File: src/tspm_pkg.sv
// ----------------------------------------------------------------------------
// tspm_pkg
// Types and constants shared by the tile/sprite pixel mux and its sprite unit.
// ----------------------------------------------------------------------------
package tspm_pkg;

	localparam int SPRITE_SLOTS_DEF  = 8;
	localparam int SCREEN_WIDTH_DEF  = 256;
	localparam int SCREEN_HEIGHT_DEF = 240;

	localparam int COORD_W      = 8;
	localparam int SLOT_FIELD_W = 3;
	localparam int SLOT_CMP_W   = 5;
	localparam int ACT_W        = 4;

	localparam logic [ACT_W-1:0]   ACT_FULL = 4'd8;
	localparam logic [COORD_W-1:0] COL_NO_HIT = 8'hFF;

	localparam logic REQ_DOT  = 1'b0;
	localparam logic REQ_LOAD = 1'b1;

	localparam int MASK_BG_LEFT = 1;
	localparam int MASK_SP_LEFT = 2;
	localparam int MASK_BG_EN   = 3;
	localparam int MASK_SP_EN   = 4;

	localparam int ATTR_BEHIND = 5;

	typedef struct packed {
		logic        req_type;
		logic [2:0]  slot;
		logic [7:0]  sprite_x;
		logic [7:0]  sprite_attr;
		logic [15:0] sprite_pattern;
		logic        sprite0_in_line;
		logic [63:0] bg_shifters;
		logic [2:0]  fine_x;
		logic        line_start;
		logic        first_scanline;
	} tspm_in_t;

	typedef struct packed {
		logic [4:0] palette_index;
		logic [7:0] dot_col;
		logic [7:0] dot_row;
		logic       sprite0_hit;
		logic       frame_done;
	} tspm_out_t;

	typedef struct packed {
		logic [1:0] pat;
		logic [1:0] pal;
		logic       behind;
		logic       zero;
	} spr_pix_t;

endpackage

File: src/tile_sprite_pixel_mux.sv
// ----------------------------------------------------------------------------
// tile_sprite_pixel_mux
// Per-dot pixel stage: background/sprite select, clipping and priority mux.
// ----------------------------------------------------------------------------
//  channel  | signals                      | moves
//  ---------+------------------------------+----------------------------------
//  in       | in_valid, in_ready, in_data  | one dot or sprite load transaction
//  out      | out_valid, out_ready, out_data | one pixel per dot transaction
//  cfg      | cfg_we, cfg_wdata            | render_mask write, no handshake
//
//  One transaction per cycle unless the output stalls; a dot yields its
//  pixel via the input register, then the result register. Loads yield nothing.
//  The sprite counters and coordinates update in the cycle an item leaves the
//  input register, so items run back to back with no bubble.
//  Reset clears sprite slots, counters and render_mask.
//  A stalled output holds a dot in the input register; in_ready drops only then.
// ----------------------------------------------------------------------------
module tile_sprite_pixel_mux import tspm_pkg::*; #(
	parameter int SPRITE_SLOTS  = SPRITE_SLOTS_DEF,
	parameter int SCREEN_WIDTH  = SCREEN_WIDTH_DEF,
	parameter int SCREEN_HEIGHT = SCREEN_HEIGHT_DEF
) (
	input  logic       clk,
	input  logic       arst_n,
	input  logic       cfg_we,
	input  logic [7:0] cfg_wdata,
	input  logic       in_valid,
	output logic       in_ready,
	input  tspm_in_t   in_data,
	output logic       out_valid,
	input  logic       out_ready,
	output tspm_out_t  out_data
);

	localparam logic [COORD_W-1:0] COL_END = COORD_W'(SCREEN_WIDTH - 1);
	localparam logic [COORD_W-1:0] ROW_END = COORD_W'(SCREEN_HEIGHT - 1);

	logic [7:0]         mask_q;
	tspm_in_t           in_s1;
	logic               valid_s1;
	tspm_out_t          out_q;
	logic               out_valid_q;
	logic [COORD_W-1:0] col_q;
	logic [COORD_W-1:0] row_q;

	logic               is_load;
	logic               fire_s1;
	logic               dot_fire;
	spr_pix_t           spix;
	logic [COORD_W-1:0] col_cur;
	logic [COORD_W-1:0] row_cur;
	logic               left;
	logic               bg_en;
	logic               sp_en;
	logic [3:0]         bbit;
	logic [15:0]        sh_plo;
	logic [15:0]        sh_phi;
	logic [15:0]        sh_alo;
	logic [15:0]        sh_ahi;
	logic [1:0]         bpat;
	logic [1:0]         bpal;
	logic [1:0]         spat;
	logic [4:0]         bidx;
	logic [4:0]         sidx;
	tspm_out_t          res;

	assign is_load   = (in_s1.req_type == REQ_LOAD);
	assign fire_s1   = valid_s1 && (is_load || !out_valid_q || out_ready);
	assign dot_fire  = fire_s1 && !is_load;
	assign in_ready  = !valid_s1 || fire_s1;
	assign out_valid = out_valid_q;
	assign out_data  = out_q;

	tspm_sprite #(
		.SPRITE_SLOTS(SPRITE_SLOTS)
	) u_sprite (
		.clk         (clk),
		.arst_n      (arst_n),
		.load_en     (fire_s1 && is_load),
		.load_slot   (in_s1.slot),
		.load_x      (in_s1.sprite_x),
		.load_attr   (in_s1.sprite_attr),
		.load_pattern(in_s1.sprite_pattern),
		.load_zero   (in_s1.sprite0_in_line),
		.dot_en      (dot_fire),
		.line_start  (in_s1.line_start),
		.pix         (spix)
	);

	always_comb begin
		col_cur = in_s1.line_start ? '0 : col_q;
		row_cur = (in_s1.line_start && in_s1.first_scanline) ? '0 : row_q;
		left    = (col_cur[COORD_W-1:3] == '0);
		bg_en   = mask_q[MASK_BG_EN];
		sp_en   = mask_q[MASK_SP_EN];

		bbit   = {1'b1, ~in_s1.fine_x};
		sh_plo = in_s1.bg_shifters[15:0];
		sh_phi = in_s1.bg_shifters[31:16];
		sh_alo = in_s1.bg_shifters[47:32];
		sh_ahi = in_s1.bg_shifters[63:48];
		bpat   = {sh_phi[bbit], sh_plo[bbit]};
		bpal   = {sh_ahi[bbit], sh_alo[bbit]};
		if (!bg_en || (left && !mask_q[MASK_BG_LEFT])) begin
			bpat = 2'b00;
		end
		bidx = (bpat != 2'b00) ? {1'b0, bpal, bpat} : 5'd0;

		spat = spix.pat;
		if (!sp_en || in_s1.first_scanline || (left && !mask_q[MASK_SP_LEFT])) begin
			spat = 2'b00;
		end
		sidx = {1'b1, spix.pal, spix.pat};

		res = '0;
		priority if (spat == 2'b00) begin
			res.palette_index = bidx;
		end else if (bpat != 2'b00 && spix.behind) begin
			res.palette_index = bidx;
		end else begin
			res.palette_index = sidx;
		end
		res.dot_col     = col_cur;
		res.dot_row     = row_cur;
		res.sprite0_hit = bg_en && sp_en
			&& !(!(mask_q[MASK_BG_LEFT] && mask_q[MASK_SP_LEFT]) && left)
			&& (col_cur != COL_NO_HIT) && (bpat != 2'b00) && (spat != 2'b00) && spix.zero;
		res.frame_done  = (col_cur == COL_END) && (row_cur == ROW_END);
	end

	always_ff @(posedge clk or negedge arst_n) begin
		if (!arst_n) begin
			mask_q <= '0;
		end else if (cfg_we) begin
			mask_q <= cfg_wdata;
		end
	end

	always_ff @(posedge clk or negedge arst_n) begin
		if (!arst_n) begin
			valid_s1 <= 1'b0;
		end else if (in_ready) begin
			valid_s1 <= in_valid;
		end
	end

	always_ff @(posedge clk) begin
		if (in_valid && in_ready) begin
			in_s1 <= in_data;
		end
	end

	always_ff @(posedge clk or negedge arst_n) begin
		if (!arst_n) begin
			out_valid_q <= 1'b0;
		end else if (dot_fire) begin
			out_valid_q <= 1'b1;
		end else if (out_ready) begin
			out_valid_q <= 1'b0;
		end
	end

	always_ff @(posedge clk) begin
		if (dot_fire) begin
			out_q <= res;
		end
	end

	// advance coordinates
	always_ff @(posedge clk or negedge arst_n) begin
		if (!arst_n) begin
			col_q <= '0;
			row_q <= '0;
		end else if (dot_fire) begin
			if (col_cur >= COL_END) begin
				col_q <= '0;
				row_q <= (row_cur >= ROW_END) ? '0 : row_cur + 1'b1;
			end else begin
				col_q <= col_cur + 1'b1;
				row_q <= row_cur;
			end
		end
	end

	a_ready_when_empty: assert property (@(posedge clk) disable iff (!arst_n)
		!valid_s1 |-> in_ready)
		else $error("input register empty but not ready");

	a_load_no_result: assert property (@(posedge clk) disable iff (!arst_n)
		(valid_s1 && is_load) |=> !$rose(out_valid_q))
		else $error("load transaction produced a pixel");

	a_done_at_corner: assert property (@(posedge clk) disable iff (!arst_n)
		(out_valid_q && out_q.frame_done) |-> (out_q.dot_col == COL_END
			&& out_q.dot_row == ROW_END))
		else $error("frame_done away from last pixel");

	a_hit_column: assert property (@(posedge clk) disable iff (!arst_n)
		(out_valid_q && out_q.sprite0_hit) |-> (out_q.dot_col != COL_NO_HIT))
		else $error("sprite zero hit in last column");

	a_col_step: assert property (@(posedge clk) disable iff (!arst_n)
		(dot_fire && !in_s1.line_start && col_q < COL_END) |=>
			(col_q == $past(col_q) + 1'b1))
		else $error("column did not advance");

endmodule

File: src/tspm_sprite.sv
// ----------------------------------------------------------------------------
// tspm_sprite
// Sprite slot storage, X counters, activation counters and first-opaque pick.
// ----------------------------------------------------------------------------
module tspm_sprite import tspm_pkg::*; #(
	parameter int SPRITE_SLOTS = SPRITE_SLOTS_DEF
) (
	input  logic                    clk,
	input  logic                    arst_n,
	input  logic                    load_en,
	input  logic [SLOT_FIELD_W-1:0] load_slot,
	input  logic [7:0]              load_x,
	input  logic [7:0]              load_attr,
	input  logic [15:0]             load_pattern,
	input  logic                    load_zero,
	input  logic                    dot_en,
	input  logic                    line_start,
	output spr_pix_t                pix
);

	logic [7:0]       xpos_q   [SPRITE_SLOTS];
	logic [ACT_W-1:0] active_q [SPRITE_SLOTS];
	logic [2:0]       attr_q   [SPRITE_SLOTS];
	logic [15:0]      plane_q  [SPRITE_SLOTS];
	logic             has_zero_q;

	logic [ACT_W-1:0] act_arm  [SPRITE_SLOTS];
	logic [ACT_W-1:0] act_next [SPRITE_SLOTS];
	logic [1:0]       pat      [SPRITE_SLOTS];

	for (genvar g = 0; g < SPRITE_SLOTS; g++) begin : g_slot
		logic             load_hit;
		logic [ACT_W-1:0] act_base;
		logic [2:0]       bit_idx;
		logic [7:0]       plane_lo;
		logic [7:0]       plane_hi;

		assign load_hit = load_en && (SLOT_CMP_W'(load_slot) == SLOT_CMP_W'(g));

		always_comb begin
			act_base    = line_start ? '0 : active_q[g];
			act_arm[g]  = (xpos_q[g] == '0) ? ACT_FULL : act_base;
			act_next[g] = (act_arm[g] != '0) ? act_arm[g] - 1'b1 : '0;
			bit_idx     = act_next[g][2:0];
			plane_lo    = plane_q[g][7:0];
			plane_hi    = plane_q[g][15:8];
			pat[g]      = (act_arm[g] != '0) ? {plane_hi[bit_idx], plane_lo[bit_idx]} : 2'b00;
		end

		always_ff @(posedge clk or negedge arst_n) begin
			if (!arst_n) begin
				xpos_q[g]   <= '0;
				active_q[g] <= '0;
				attr_q[g]   <= '0;
				plane_q[g]  <= '0;
			end else if (load_hit) begin
				xpos_q[g]  <= load_x;
				attr_q[g]  <= {load_attr[ATTR_BEHIND], load_attr[1:0]};
				plane_q[g] <= load_pattern;
			end else if (dot_en) begin
				xpos_q[g]   <= xpos_q[g] - 8'd1;
				active_q[g] <= act_next[g];
			end
		end
	end

	always_ff @(posedge clk or negedge arst_n) begin
		if (!arst_n) begin
			has_zero_q <= 1'b0;
		end else if (load_en && load_slot == '0) begin
			has_zero_q <= load_zero;
		end
	end

	// pick the lowest opaque slot
	always_comb begin
		pix = '0;
		for (int i = SPRITE_SLOTS - 1; i >= 0; i--) begin
			if (pat[i] != 2'b00) begin
				pix.pat    = pat[i];
				pix.pal    = attr_q[i][1:0];
				pix.behind = attr_q[i][2];
				pix.zero   = (i == 0) && has_zero_q;
			end
		end
	end

endmodule
File: config.mk
export PLATFORM = sky130hd
export DESIGN_NAME = tile_sprite_pixel_mux
export DESIGN_NICKNAME = d
export VERILOG_FILES = /design/src/tspm_pkg.sv /design/src/tile_sprite_pixel_mux.sv /design/src/tspm_sprite.sv
export SDC_FILE = /design/constraint.sdc
export NUM_CORES = 1
export LEC_CHECK = 0
export BUFFER_PORTS_ARGS = -buffer_cell sky130_fd_sc_hd__buf_2
export CORE_ASPECT_RATIO = 0.6
export CORE_UTILIZATION = 53
export CTS_CLUSTER_DIAMETER = 80
export DETAILED_ROUTE_END_ITERATION = 8
export HOLD_SLACK_MARGIN = 0.02
export PLACE_DENSITY = 0.72
export SYNTH_ARGS = -nofsm -noshare
export SYNTH_HDL_FRONTEND = slang
export SYNTH_SLANG_ARGS = --single-unit
File: constraint.sdc
create_clock -name clk -period 5.4 [get_ports clk]
set_input_delay 1.08 -clock clk [delete_from_list [all_inputs] [get_ports clk]]
set_output_delay 1.08 -clock clk [all_outputs]
set_load 0.05 [all_outputs]
Word level (Yosys, flattened, before mapping)
Index checks and enable logic that the tools add are counted.
W data, S select, Z words.
{"block": "classes", "add_sub_neg": 18, "magnitude_cmp": 11, "eq_ne": 10, "muxes": 108, "bitwise_logic": 9, "reduce_logical": 86}
{"op": "$mux W8", "count": 21}
{"op": "$mux W4", "count": 25}
{"op": "$logic_not A8 Y1", "count": 8}
{"op": "$sub A8 B1 Y8 const B", "count": 8}
{"op": "$bmux W1 S3", "count": 20}
{"op": "$mux W6", "count": 8}
{"op": "$reduce_bool A2 Y1", "count": 19}
{"op": "$lt A3 B4 Y1 const B", "count": 8}
{"op": "$reduce_bool A4 Y1", "count": 8}
{"op": "$sub A4 B1 Y4 const B", "count": 8}
{"op": "$logic_and A1 B1 Y1", "count": 25}
{"op": "$mux W1", "count": 22}
{"op": "$mux W2", "count": 10}
{"op": "$add A8 B1 Y8 const B", "count": 2}
{"op": "$eq A8 B8 Y1 const B", "count": 2}
{"op": "$ge A8 B8 Y1 const B", "count": 2}
{"op": "$reduce_and A2 Y1", "count": 8}
{"op": "$eq A3 B3 Y1 const B", "count": 4}
{"op": "$mux W5", "count": 2}
{"op": "$logic_not A1 Y1", "count": 9}
{"op": "$ne A8 B8 Y1 const B", "count": 1}
{"op": "$not A1 Y1", "count": 8}
{"op": "$eq A3 B2 Y1 const B", "count": 2}
{"op": "$logic_or A1 B1 Y1", "count": 6}
{"op": "6 further kinds", "count": 6}
{"block": "word_totals", "ff_bits": 399, "inputBits": 119}

Logic depth before layout (Yosys ltp)
Gate-level depths: netlist of run 1.
{"block": "logic_depth", "word_depth": 20, "depth_mapped": 19}

Cells and area by module
From an unflattened synthesis of run 1, not the netlist that was laid out.
{"block": "unflattened", "cells_unflattened": 1557, "hier_area_um2": 18147.4}
{"module": "tspm_sprite", "instances": 1, "cells_per_inst": 1260, "area_per_inst_um2": 13384.1, "seq_area_each_um2": 6231.0}
{"module": "tile_sprite_pixel_mux", "instances": 1, "cells_per_inst": 297, "area_per_inst_um2": 4763.3, "seq_area_each_um2": 3463.3}

Worst setup path after synthesis of run 1
OpenSTA, ideal clock, no wires.
{"block": "synth_timing", "path_type": "input-to-reg", "start": "in out_ready", "end": "reg in_s1[0] in the netlist's numbering, enable pin", "t_arrival_ns": 4.359, "required_time_ns": 4.895, "path_slack_ns": 0.536, "cell_stages": 3, "path_buffers": 0, "path_cell_list": "nand2b_1 > nor2_1 > nor2b_1"}
{"block": "synth_between", "elab_chain_cells": 4}
{"element": "start: declaration", "line_no": "tile_sprite_pixel_mux.sv:31", "rtl": "input logic out_ready,"}
{"element": "$logic_or A1 B1 Y1", "line_no": "tile_sprite_pixel_mux.sv:68", "rtl": "assign fire_s1 = valid_s1 && (is_load || !out_valid_q || out_ready);"}
{"element": "$logic_and A1 B1 Y1", "line_no": "tile_sprite_pixel_mux.sv:68"}
{"element": "$logic_or A1 B1 Y1", "line_no": "tile_sprite_pixel_mux.sv:70", "rtl": "assign in_ready = !valid_s1 || fire_s1;"}
{"element": "$logic_and A1 B1 Y1", "line_no": "tile_sprite_pixel_mux.sv:148", "rtl": "if (in_valid && in_ready) begin"}
{"element": "end signal: assignment", "line_no": "tile_sprite_pixel_mux.sv:149", "rtl": "in_s1 <= in_data;"}
{"element": "end: declaration", "line_no": "tile_sprite_pixel_mux.sv:39", "rtl": "tspm_in_t in_s1;"}
No other way between the ends.
A chain may end at the register's enable or synchronous reset.

==> flow_summary_export.csv, run 1 <==
group,metric,value,unit
status,status,"complete, no violations",
worst_setup_path,crit_fanout,10,
cts,cts_max_path_buffers,3,
yosys,synth_edf_count,92,
pwr,ir_worst_vdd,274,uV
worst_setup_path,crit_required,5.68,ns
sta,relSlewSlack,32.5,%
sta,fin_crit_sh,92.1,%
pwr,p_leak,8.66,nW
cells_and_area,n_antenna_cell,0,
worst_setup_path,critPathCapture,"out_data[19]",
cells_and_area,final_area,19900,um2
floorplanning,fp.dieW,238,um
global_route,antenna_found_initial,0,
sta,hold_viol_final,0,
global_route,grt_util_all_layers,28.0,%
worst_setup_path,reg2regPathDepth,15,
cts,htreeDepth,2,
yosys,synthArstFlopShare,74.7,%
floorplanning,die_area,34200,um2
pwr,p_total,0.0100,W
floorplanning,rows,51,
route,drtPass1Iterations,6,
sta,fin_skew,0.0153,ns
cts,cts-root-buf,"clkbuf_16",
yosys,synthCells,1719,
yosys,synthTopCellsByArea,"dfrtp_1 (38%), edfxtp_1 (16%), nand2_1 (8.3%)",
worst_setup_path,rrSetupSlack,0.43,ns
sta,setup_viol,0,
cells_and_area,drive_gt1_share,16.9,%
route,avgViaCountPerCell,6.04,
floorplanning,core-area,32700,um2
route,drtAntennaViolNets,0,
global_route,grt_pass1_wl,73.8,mm
sta,max_freq,0.201,GHz
yosys,synth_nets,1866,
cts,clk_pin_slew,0.06,ns
floorplanning,die_y,144,um
cells_and_area,final_cell_mix,"nand2_1 (393), dfrtp_1 (271), o21ai_0 (107), buf_2 (101), edfxtp_1 (92)",
yosys,yosys.area.top_type_share,38.3,%
route,num_vias,13800,
place,portBuffers,102,
yosys,ys.flop_type,"dfrtp_1",
global_route,grt_max_degree,150,
yosys,yosysWarnings,0,
yosys,synth_area,17700,um2
worst_setup_path,critPathLaunchType,"register",
floorplanning,initial_utilization,54.2,%
cts,postCtsSetupRepairBufs,0,
global_route,grt_overflow,0,
sta,rsz0062_at_grt,"false",
cells_and_area,nets,1953,
cts,cts_tree,"yes",
sta,final_max_slew_viol_count,0,
cells_and_area,syn_to_final_growth,12.4,%
place,postPlaceCellArea,18800,um2
place,gp_congestion,0.877,
run,cap_violations,0,
route,drt-initial-drc-count,1598,
yosys,synth.largest_area_cell,"dfrtp_1",
pwr,powerDensity,503,nW/um2
worst_setup_path,cp-end-kind,"register",
sta,min_period,4.97,ns
route,finalWirelength,46.1,mm
yosys,ys_types,79,
worst_setup_path,worstPathArrival,5.26,ns
sta,fin_tns_setup,0,ns
cts,clock_sinks,363,
worst_setup_path,worstReg2RegStart,"in_s1[1]",
cells_and_area,final_common_cell,"nand2_1",
worst_setup_path,r2r-end,"out_data[19]",
worst_setup_path,critPathKind,"reg -> reg",
worst_hold_path,hp-class,"in -> async",
yosys,yosysSeqAreaShare,53.9,%
yosys,postSynthAreaPerCell,10.3,um2
yosys,ys_seq_elements,363,
cts,clk_latency,0.53,ns
worst_setup_path,crit_start,"in_s1[1]",
route,avgRoutedWirePerCell,20.2,um
floorplanning,io_pins,144,
place,dp_hpwl,31.1,mm
cts,cts-hold-fix-buffers,0,
cts,ctsResizeCount,0,
sta,worstMarginPinSlew,1.01,ns
sta,hold_slack,0.353,ns
cts,cts_buffers,36,
global_route,grt_pass1_vias,13200,
route,drc_errors,0,
[report_power, final]
part           internal [W]  leakage [nW]  switching (W)
sequential          0.00349          4.31       0.000619
clock               0.00139         0.553        0.00106
combinational       0.00144          3.80        0.00200
[cell usage after synthesis (all sizes together) (27+ instances only)]
cell type and number:
nor2 88, o21ai 110, dfrtp 271, nand3 43, nand2 393, nor3 45
mux2 81, edfxtp 92, clkbuf 66, inv 52, a221o 27, a21oi 64
ha 28
[flip-flops by register name, summed over array words and instances (netlist names)]
signal,count
col_q,8
out_valid,1
row_q,8
u_sprite.xpos_q,64
is_load,1
u_sprite.active_q,32
u_sprite.attr_q,24
valid_s1,1
u_sprite.g_slot.plane_hi,64
in_s1,68
mask_q,4
u_sprite.g_slot.plane_lo,64
u_sprite.has_zero_q,1
out_data,23
[layout make-up]
type | instances | area [um2]
Clock buffer | 52 | 1040
Clock inverter | 12 | 88.8
Fill cell | 2735 | 12800
Inverter | 52 | 196
Multi-Input combinational cell | 1221 | 7690
Sequential cell | 363 | 9540
Tap cell | 450 | 563
Timing Repair Buffer | 132 | 771
[per-stage QoR]
step | utilization (%) | setup WS, ns | cells
CTS | 60.9 | 0.570 | 2282
global route | 60.9 | 0.208 | 2282
detailed placement | 57.4 | 0.635 | 2218
floorplan | - | 0.536 | 1719
global placement | 57.4 | 0.743 | 2218
finish | 60.9 | 0.425 | 2282
[worst max-delay path, stage by stage, from the launching register on]
cell	delay [ns]
edfxtp_1	0.64
nor2b_1	0.45
o21ai_1	0.13
buf_4	0.19
ha_1	0.26
nor4b_1	0.18
a22oi_1	0.32
a21boi_0	0.15
a31o_2	0.26
o311ai_1	0.61
nand2_1	0.33
a2bb2oi_1	0.24
o211ai_1	0.14
a32oi_2	0.28
o211ai_4	0.17
mux2_4	0.36
[per-layer routing]
| layer | track usage [%] | vias up | part of all wire (%) |
|---|---|---|---|
| met5 | 0 | - | 0 |
| met4 | 8.46 | 0 | 2.7 |
| met3 | 4.63 | 90 | 8.1 |
| met2 | 40.8 | 583 | 43 |
| met1 | 42.7 | 6768 | 47 |
| li1 | - | 6336 | - |
[worst min path at each step]
stage,endpoint,slack [ns],depth (start not counted)
global route,row_q[6],0.34,1
floorplan,u_sprite.has_zero_q,0.41,2
detailed placement,u_sprite.g_slot[4].plane_hi[1],0.46,2
finish,row_q[6],0.35,1
global placement,u_sprite.g_slot[3].plane_lo[1],0.45,2
CTS,row_q[6],0.34,1
[cells by family after synthesis]
| group | share of synthesized area, % |
|---|---|
| AO/OA/AOI/OAI | 13.6 |
| adder cells (fa/ha/maj) | 1.98 |
| multiplexers | 9.08 |
| buffers and inverters | 2.93 |
| flip-flops | 53.9 |
| XOR/XNOR | 0.742 |
| AND/OR/NAND/NOR | 17.8 |
No activity file was read; power rests on OpenSTA's default activity.
==> run 2: changes to the inputs <==
Clock period 5.4 ns to 5.5 ns, I/O delays scaled along.
==> flow_summary_export.csv, run 2 (same netlist as run 1, synthesis figures left out) <==
group,metric,value,unit
worst_setup_path,crit_fanout,7,
global_route,grt_use_met3,5.72,%
global_route,grt_util_all_layers,27.7,%
floorplanning,rows,51,
pwr,ir_worst_vdd,258,uV
route,drt-initial-drc-count,1552,
global_route,grt_max_degree,126,
global_route,top_usage_layer,"met2",
floorplanning,core-area,32700,um2
pwr,switchingPower,0.00361,W
worst_setup_path,cp-end-kind,"register",
status,status,"complete, no violations",
floorplanning,die_area,34200,um2
sta,final_max_slew_viol_count,0,
sta,hold_viol_final,0,
global_route,grt_pass1_wl,72.7,mm
pwr,combPwrFrac,33.8,%
pwr,p_clk_share,25.5,%
floorplanning,die_y,144,um
cells_and_area,fill_cells,2733,
pwr,swShare,36.4,%
cts,htreeDepth,2,
route,finalWirelength,46.1,mm
sta,fin_tns_setup,0,ns
place,gp_congestion,0.921,
cts,ctsResizeCount,0,
cts,cts_tree,"yes",
pwr,p_seq_share,40.7,%
run,cap_violations,0,
cts,clk_pin_slew,0.06,ns
sta,min_period,4.89,ns
cts,cts_buffers,36,
cells_and_area,drive_gt1_share,16.9,%
route,drtAntennaViolNets,0,
cells_and_area,max_flop_register,"in_s1",
global_route,antenna_found_initial,1,
cts,clk_latency,0.55,ns
worst_hold_path,hp-class,"reg -> reg",
cts,cts-root-buf,"clkbuf_16",
global_route,grt_util_met1,40.3,%
route,avgViaCountPerCell,5.99,
sta,rsz0062_at_grt,"false",
global_route,grt_pass1_vias,13200,
sta,relSlewSlack,30.6,%
worst_setup_path,worstPathArrival,5.17,ns
sta,fin_crit_sh,88.9,%
route,drc_errors,0,
route,num_vias,13700,
sta,max_freq,0.204,GHz
cts,cts_max_path_buffers,3,
worst_setup_path,critPathLaunchType,"register",
floorplanning,initial_utilization,54.2,%
floorplanning,io_pins,144,
cts,cts-hold-fix-buffers,0,
worst_setup_path,critPathKind,"reg -> reg",
sta,fin_skew,0.0284,ns
route,drtPass1Iterations,5,
global_route,grt_util_met2,41.7,%
pwr,p_int,0.00629,W
pwr,p_leak,8.68,nW
cells_and_area,final_cell_mix,"nand2_1 (393), dfrtp_1 (271), o21ai_0 (107), buf_2 (101), edfxtp_1 (92)",
cells_and_area,utilization,61.0,%
cells_and_area,nets,1950,
cells_and_area,final_common_cell,"nand2_1",
pwr,powerDensity,496,nW/um2
route,avgRoutedWirePerCell,20.2,um
sta,worstMarginPinSlew,1.04,ns
floorplanning,fp.dieW,238,um
worst_setup_path,crit_required,5.78,ns
global_route,grt_overflow,0,
cts,clock_sinks,363,
place,dp_hpwl,30.6,mm
cts,postCtsSetupRepairBufs,0,
cells_and_area,syn_to_final_growth,12.6,%
place,portBuffers,102,
cells_and_area,largest_reg_flops,68,
sta,setup_viol,0,
run 2: cell types whose count changed in the layout (fill, tap and decap cells not counted), moves of 2 or more:
cell / previous run / this run
clkinv_2: 3 / 5
clkinv_1: 6 / 2
buf_4: 28 / 25
inv_6: 2 / 0
run 2: metrics by stage:
stage / cells / instance area [um2] / hold slack [ns] / setup slack (ns) / power, W
after floorplan: 1719 / 17700 / 0.415 / 0.616 / 0.00635
after global placement: 2215 / 18700 / 0.449 / 0.863 / 0.00717
after detailed placement: 2215 / 18700 / 0.459 / 0.809 / 0.00731
after CTS: 2280 / 19900 / 0.467 / 0.723 / 0.00987
after global routing: 2280 / 19900 / 0.486 / 0.237 / 0.0105
final: 2281 / 19900 / 0.469 / 0.610 / 0.00990
run 2: layout make-up:
type                       count  area (um2)  area share [%]
sequential                   363        9540            47.9
multi-input combinational   1221        7690            38.6
timing repair buffer         129         748            3.75
clock inverter                10         115           0.577
inverter                      52         196           0.985
antenna                        1        2.50          0.0125
tap                          450         563            2.82
clock buffer                  55        1090            5.45
run 2: path summary, 6_finish.rpt:
kind / from / to / slack (ns) / cells past startpoint
min in group asynchronous: arst_n / row_q[0] / 0.61 / 1
worst min register to register: in_s1[69] / u_sprite.has_zero_q / 0.47 / 2
worst max register to register: u_sprite.xpos_q[25] / out_data[19] / 0.61 / 17
max in group asynchronous: arst_n / u_sprite.g_slot[6].plane_lo[7] / 3.64 / 2
worst min-delay path: in_s1[69] / u_sprite.has_zero_q / 0.47 / 2
worst max-delay path: u_sprite.xpos_q[25] / out_data[19] / 0.61 / 17
run 2: power by group through the flow:
| stage | registers, W | logic [W] | clock network [W] |
|---|---|---|---|
| global placement | 0.00401 | 0.00316 | 0 |
| finish | 0.00403 | 0.00335 | 0.00253 |
| detailed placement | 0.00404 | 0.00327 | 0 |
| global route | 0.00411 | 0.00368 | 0.00268 |
| floorplan | 0.00387 | 0.00248 | 0 |
| CTS | 0.00400 | 0.00330 | 0.00257 |
run 2: worst max-delay path, stage by stage (launching register included):
cell and delay [ns]:
dfrtp_1 0.40, inv_1 0.07, ha_1 0.17, or4b_1 0.52, o21ai_1 0.21, buf_4 0.20, ha_1 0.24, nand2b_1 0.09
a32o_1 0.27, a21boi_0 0.41, o32ai_1 0.20, o311ai_1 0.25, nand2_1 0.34, a2bb2oi_1 0.25, o211ai_1 0.15, a32oi_2 0.31
o211ai_4 0.19, mux2_4 0.36
run 2: routing by layer:
metal | wire [um] | up-vias
li1 | - | 6339
met3 | 3530 | 87
met2 | 20100 | 507
met5 | 0 | -
met4 | 1050 | 0
met1 | 21400 | 6735
